===== config.mk =====
export PLATFORM = sky130hd
export DESIGN_NAME = rhh_hash
export DESIGN_NICKNAME = d
export VERILOG_FILES = /design/src/rtl/core/rhh_pkg.sv /design/src/rtl/core/rhh_hash.sv
export SDC_FILE = /design/constraint.sdc
export NUM_CORES = 2
export LEC_CHECK = 0
export BUFFER_PORTS_ARGS = -buffer_cell sky130_fd_sc_hd__buf_2
export CAP_MARGIN = 20
export CORE_MARGIN = 2
export CORE_UTILIZATION = 50
export CTS_CLUSTER_SIZE = 20
export DETAILED_ROUTE_END_ITERATION = 10
export PLACE_DENSITY = 0.66
export SLEW_MARGIN = 20
export SYNTH_ARGS = -nofsm -noshare
export SYNTH_HDL_FRONTEND = slang
export SYNTH_SLANG_ARGS = --single-unit

===== constraint.sdc =====
create_clock -name clk_i -period 17.5 [get_ports clk_i]
set_clock_uncertainty 0.2 [all_clocks]
set_input_delay 2.625 -clock clk_i [delete_from_list [all_inputs] [get_ports clk_i]]
set_output_delay 2.625 -clock clk_i [all_outputs]
set_load 0.02 [all_outputs]

===== src/rtl/core/rhh_pkg.sv =====
// Package for the Robin Hood hash table: sizes, codes, payload structs and hash constants.
// Used by rhh_hash and robin_hood_hash_table_core; depends on nothing.
package rhh_pkg;

  localparam int unsigned MaxSlots  = 1024;
  localparam int unsigned IdxW      = $clog2(MaxSlots);
  localparam int unsigned CntW      = IdxW + 1;
  localparam int unsigned DataBits  = 32;
  localparam int unsigned CfgW      = 11;
  localparam int unsigned CfgIdxW   = 1;

  localparam logic [63:0] Mix1 = 64'hbf58476d1ce4e5b9;
  localparam logic [63:0] Mix2 = 64'h94d049bb133111eb;

  typedef enum logic [1:0] {
    OP_INSERT = 2'd0,
    OP_SEARCH = 2'd1,
    OP_DELETE = 2'd2,
    OP_NONE   = 2'd3
  } op_e;

  typedef enum logic [1:0] {
    ST_DONE     = 2'd0,
    ST_NOTFOUND = 2'd1,
    ST_DUP      = 2'd2,
    ST_FULL     = 2'd3
  } status_e;

  typedef enum logic [CfgIdxW-1:0] {
    REG_SLOTS  = 1'b0,
    REG_REJDUP = 1'b1
  } reg_e;

  typedef struct packed {
    logic [1:0]                 operation;
    logic signed [DataBits-1:0] key;
    logic signed [DataBits-1:0] value;
  } req_t;

  typedef struct packed {
    logic [1:0]                 status;
    logic signed [DataBits-1:0] found_value;
  } rsp_t;

  // hash unit handshake
  typedef struct packed {
    logic          start;
    logic [CntW-1:0] n;
  } hash_ctl_t;

  typedef struct packed {
    logic            done;
    logic [IdxW-1:0] home;
  } hash_sts_t;

endpackage


===== src/rtl/core/rhh_hash.sv =====
// Multi-cycle home slot unit: mix64 of the sign-extended key, then modulo the slot count.
// Depends on rhh_pkg. Multiplies are 16x64 partial products, the modulo is restoring, 1 bit/cycle.
module rhh_hash (
  input  logic                        clk_i,
  input  logic                        rst_ni,
  input  rhh_pkg::hash_ctl_t          ctl_i,
  input  logic [rhh_pkg::DataBits-1:0] key_i,
  output rhh_pkg::hash_sts_t          sts_o
);

  typedef enum logic [5:0] {
    H_IDLE = 6'b000001,
    H_MUL1 = 6'b000010,
    H_MUL2 = 6'b000100,
    H_FIN  = 6'b001000,
    H_MOD  = 6'b010000,
    H_DONE = 6'b100000
  } hstate_e;

  hstate_e state_q, state_d;
  logic [63:0] x_q, x_d;
  logic [63:0] acc_q, acc_d;
  logic [1:0]  part_q, part_d;
  logic [6:0]  bit_q, bit_d;
  logic [rhh_pkg::CntW-1:0] rem_q, rem_d;
  logic [rhh_pkg::CntW-1:0] n_q, n_d;

  logic [63:0] mconst;
  logic [15:0] mslice;
  logic [63:0] pprod;
  logic [rhh_pkg::CntW:0] rem_sh;

  assign mconst = (state_q == H_MUL1) ? rhh_pkg::Mix1 : rhh_pkg::Mix2;
  assign mslice = x_q[part_q*16 +: 16];
  assign pprod  = 64'(mconst * {48'd0, mslice}) << (part_q * 16);
  assign rem_sh = {rem_q, x_q[bit_q[5:0]]};

  always_comb begin
    state_d = state_q;
    x_d     = x_q;
    acc_d   = acc_q;
    part_d  = part_q;
    bit_d   = bit_q;
    rem_d   = rem_q;
    n_d     = n_q;
    case (state_q)
      H_IDLE: begin
        if (ctl_i.start) begin
          x_d     = {{(64-rhh_pkg::DataBits){key_i[rhh_pkg::DataBits-1]}}, key_i};
          x_d     = x_d ^ (x_d >> 30);
          n_d     = ctl_i.n;
          acc_d   = '0;
          part_d  = '0;
          state_d = H_MUL1;
        end
      end
      H_MUL1, H_MUL2: begin
        acc_d  = acc_q + pprod;
        part_d = part_q + 2'd1;
        if (part_q == 2'd3) begin
          acc_d = '0;
          if (state_q == H_MUL1) begin
            x_d     = (acc_q + pprod) ^ ((acc_q + pprod) >> 27);
            state_d = H_MUL2;
          end else begin
            x_d     = acc_q + pprod;
            state_d = H_FIN;
          end
        end
      end
      H_FIN: begin
        x_d     = x_q ^ (x_q >> 31);
        rem_d   = '0;
        bit_d   = 7'd63;
        state_d = H_MOD;
      end
      H_MOD: begin
        if (rem_sh >= {1'b0, n_q}) begin
          rem_d = rhh_pkg::CntW'(rem_sh - {1'b0, n_q});
        end else begin
          rem_d = rhh_pkg::CntW'(rem_sh);
        end
        bit_d = bit_q - 7'd1;
        if (bit_q == 7'd0) begin
          state_d = H_DONE;
        end
      end
      H_DONE: state_d = H_IDLE;
      default: state_d = H_IDLE;
    endcase
  end

  always_ff @(posedge clk_i or negedge rst_ni) begin
    if (!rst_ni) begin
      state_q <= H_IDLE;
    end else begin
      state_q <= state_d;
    end
  end

  always_ff @(posedge clk_i) begin
    x_q    <= x_d;
    acc_q  <= acc_d;
    part_q <= part_d;
    bit_q  <= bit_d;
    rem_q  <= rem_d;
    n_q    <= n_d;
  end

  assign sts_o.done = (state_q == H_DONE);
  assign sts_o.home = rem_q[rhh_pkg::IdxW-1:0];

endmodule


==> flow_summary.ini <==
[sta]
fmax_mhz = 79.4
post-route-min-period_ns = 12.60
timing.final.crit_share_pct = 72.0
whs_ns = 0.405
worst_slew_pin_slew_ns = 1.16
rsz0062_at_grt = no
setup_slack_ns = 4.90
drv_slew = 0
setup_violations = 0
finalSetupTns_ns = 0
relSlewSlack_pct = 22.0
hold_viol = 0

[die]
initial_core_util_pct = 50.4
coreArea_um2 = 61500
ios = 57
die_w_um = 253
num_rows = 91
dieArea_um2 = 64000
die_h_um = 253

[cts]
cts_tree = done
htreeDepth = 4
cts_hold_buffers = 0
cts_root_buffer = clkbuf_16
cts_buffers = 17
ctsResizeCount = 0
cts_setup_buffers = 0
clkLatencyLatePin_ns = 0.46
cts.sinks = 165
cts_buffer_depth = 2
clk_pin_slew_worst_paths_ns = 0.07

[cells_and_area]
fin_util_pct = 53.1
fin_nets = 4088
drive_above_1_share_pct = 6.07
syn_to_final_growth_pct = 5.33

[detailed_routing]
vias = 24301
postRouteAntennaNets = 0
post-route-drc-count = 0
finalWirelength_um = 108000
first_iter_violations = 2316
vias_per_cell = 5.94
wl_per_cell_um = 26.5
dr.pass1.iters = 7

[global_routing]
grt_max_degree = 67
grt_pass1_wl_um = 162000
grt_pass1_vias = 24620
overflow = 0
grt_usage_pct = 34.9
antenna_found_initial = 1

[critical_path]
setup.worst_path.end = x_q[36]
worst_setup_path_end_kind = flop
startpoint = part_q[0]
cp_top_family = compound AO/OA/AOI/OAI gates
path_class = reg -> reg
worstSetupPathDepth = 41
cpMaxStageDelayCell = mux4_2
cpPeakStageDelay_ns = 0.88
cp.arrival_ns = 12.59
start_kind = flop
r2r-end = x_q[36]
reg2reg_depth = 41
worstPathMaxFanout = 58
regToRegSetupSlack_ns = 4.90
cp_num_buf_inv = 8
required_ns = 17.49
r2r_start = part_q[0]

[synthesis]
ys.warnings.count = 0
async_flop_share_pct = 3.64
synth_edf_count = 159
ys_types = 88
syn_inst = 3284
syn-mean-instance-area_um2 = 9.44
ys_seq_area_share_pct = 15.9
synth_seq_cells = 165
ys.flop_type = edfxtp_1
netlist_area_um2 = 31000

[status]
status = completed

[placement]
gp_congestion = 1.11
numPortBuffers = 56
dpl.hpwl_um = 91100
pre_cts_ws_ns = 5.23

[job]
drv_cap = 0

[hold_path]
hp-class = reg -> reg
## worst min path at each step
stage	from	endpoint	slack, ns	cells after the start
floorplan	state_q[2]	state_q[2]	0.35	1
global placement	state_q[2]	state_q[2]	0.37	1
detailed placement	state_q[2]	state_q[2]	0.38	1
CTS	state_q[2]	state_q[2]	0.40	1
global route	state_q[2]	state_q[2]	0.43	1
finish	state_q[2]	state_q[2]	0.40	1
## cell families (layout without fill, tap and decap cells)
group,count (synthesis),count (layout),synth area share (%)
fa+ha+maj,758,758,41.3
other cells,2,28,0.0242
xor+xnor,213,213,6.02
compound gates,645,645,14.0
flops,165,165,15.9
simple gates,637,637,9.46
mux,61,61,3.44
buf+inv,803,791,9.90
## layer usage
metal / vias up / part of all wire [%] / GRT usage (%)
met3: 310 / 8.9 / 7.84
li1: 10856 / - / -
met5: - / 0.012 / 0
met4: 2 / 7.1 / 20.4
met2: 1210 / 45 / 54.4
met1: 11923 / 39 / 44.8
## synthesized netlist by cell type, types with 6 or more instances
library cell,n,area [um2]
a31oi_1,19,119
buf_2,9,45.0
o21ai_1,12,60.1
inv_1,668,2510
nand2_1,193,724
and3_1,18,113
o311ai_0,17,149
a211o_1,14,123
a311oi_1,6,52.6
or3_1,8,50.1
nand4_1,25,156
nand2b_1,18,113
edfxtp_1,159,4770
a211oi_1,14,105
a21boi_0,10,75.1
o21a_1,16,120
xnor2_1,132,1160
o21bai_1,29,218
o211ai_1,37,278
fa_1,442,8850
xor2_1,81,709
nor2b_1,14,87.6
or2_2,6,37.5
mux4_2,36,811
clkbuf_1,105,394
a21o_1,76,571
ha_1,316,3950
o22ai_1,25,156
a22oi_1,23,173
and2_1,42,263
o31ai_1,8,60.1
mux2i_1,20,200
o221ai_1,8,70.1
buf_1,9,33.8
nor2_1,219,822
a21oi_1,168,841
o21ai_0,107,536
nand3_1,29,145
nor3_1,36,180
buf_4,10,75.1
## metrics by stage
| stage | instances | area [um2] |
|---|---|---|
| finish | 4088 | 32700 |
| global placement | 4055 | 32100 |
| global route | 4087 | 32600 |
| floorplan | 3309 | 31100 |
| detailed placement | 4055 | 32100 |
| CTS | 4087 | 32600 |
## worst reg2reg max path: cells and delay by family, from the launching register on
family	cells	cell delay [ns]
XOR/XNOR	1	0.27
multiplexers	2	1.26
adder cells (fa/ha/maj)	8	3.83
AO/OA/AOI/OAI	19	3.93
buffers and inverters	8	1.70
AND/OR/NAND/NOR	3	0.39
flip-flops	1	0.74
## cell type report
| cell class | instances | area, um2 |
|---|---|---|
| fillers | 5685 | 28800 |
| inverters | 669 | 2510 |
| well taps | 790 | 988 |
| flip-flops and latches | 165 | 4930 |
| clock buffers | 18 | 429 |
| clock inverters | 14 | 139 |
| diodes | 1 | 2.50 |
| repair buffers | 90 | 536 |
| multi-input cells | 2341 | 23100 |
## cell usage in the layout, fill, tap and decap left out, types with 8 or more instances in the layout
cell,n
a211o_1,14
a211oi_1,14
a21boi_0,10
a21o_1,76
a21oi_1,168
a22oi_1,23
a31oi_1,19
and2_1,42
and3_1,18
buf_2,56
buf_4,34
clkbuf_16,17
conb_1,27
edfxtp_1,159
fa_1,442
ha_1,316
inv_1,668
mux2i_1,20
mux4_2,36
nand2_1,192
nand2b_1,17
nand3_1,28
nand4_1,25
nor2_1,216
nor2b_1,14
nor3_1,36
o211ai_1,37
o21a_1,16
o21ai_0,107
o21ai_1,12
o21bai_1,29
o221ai_1,8
o22ai_1,25
o311ai_0,17
o31ai_1,8
or3_1,8
xnor2_1,132
xor2_1,81
## state kept, by name, summed over array words and instances (netlist names)
name,cells
acc_q,64
n_q,11
state_q,6
x_q,64
bit_q,7
rem_q,11
part_q,2
Power is left out: the tool's default activity adds up to more than one toggle a clock period on the data nets, which glitch-free logic cannot reach.
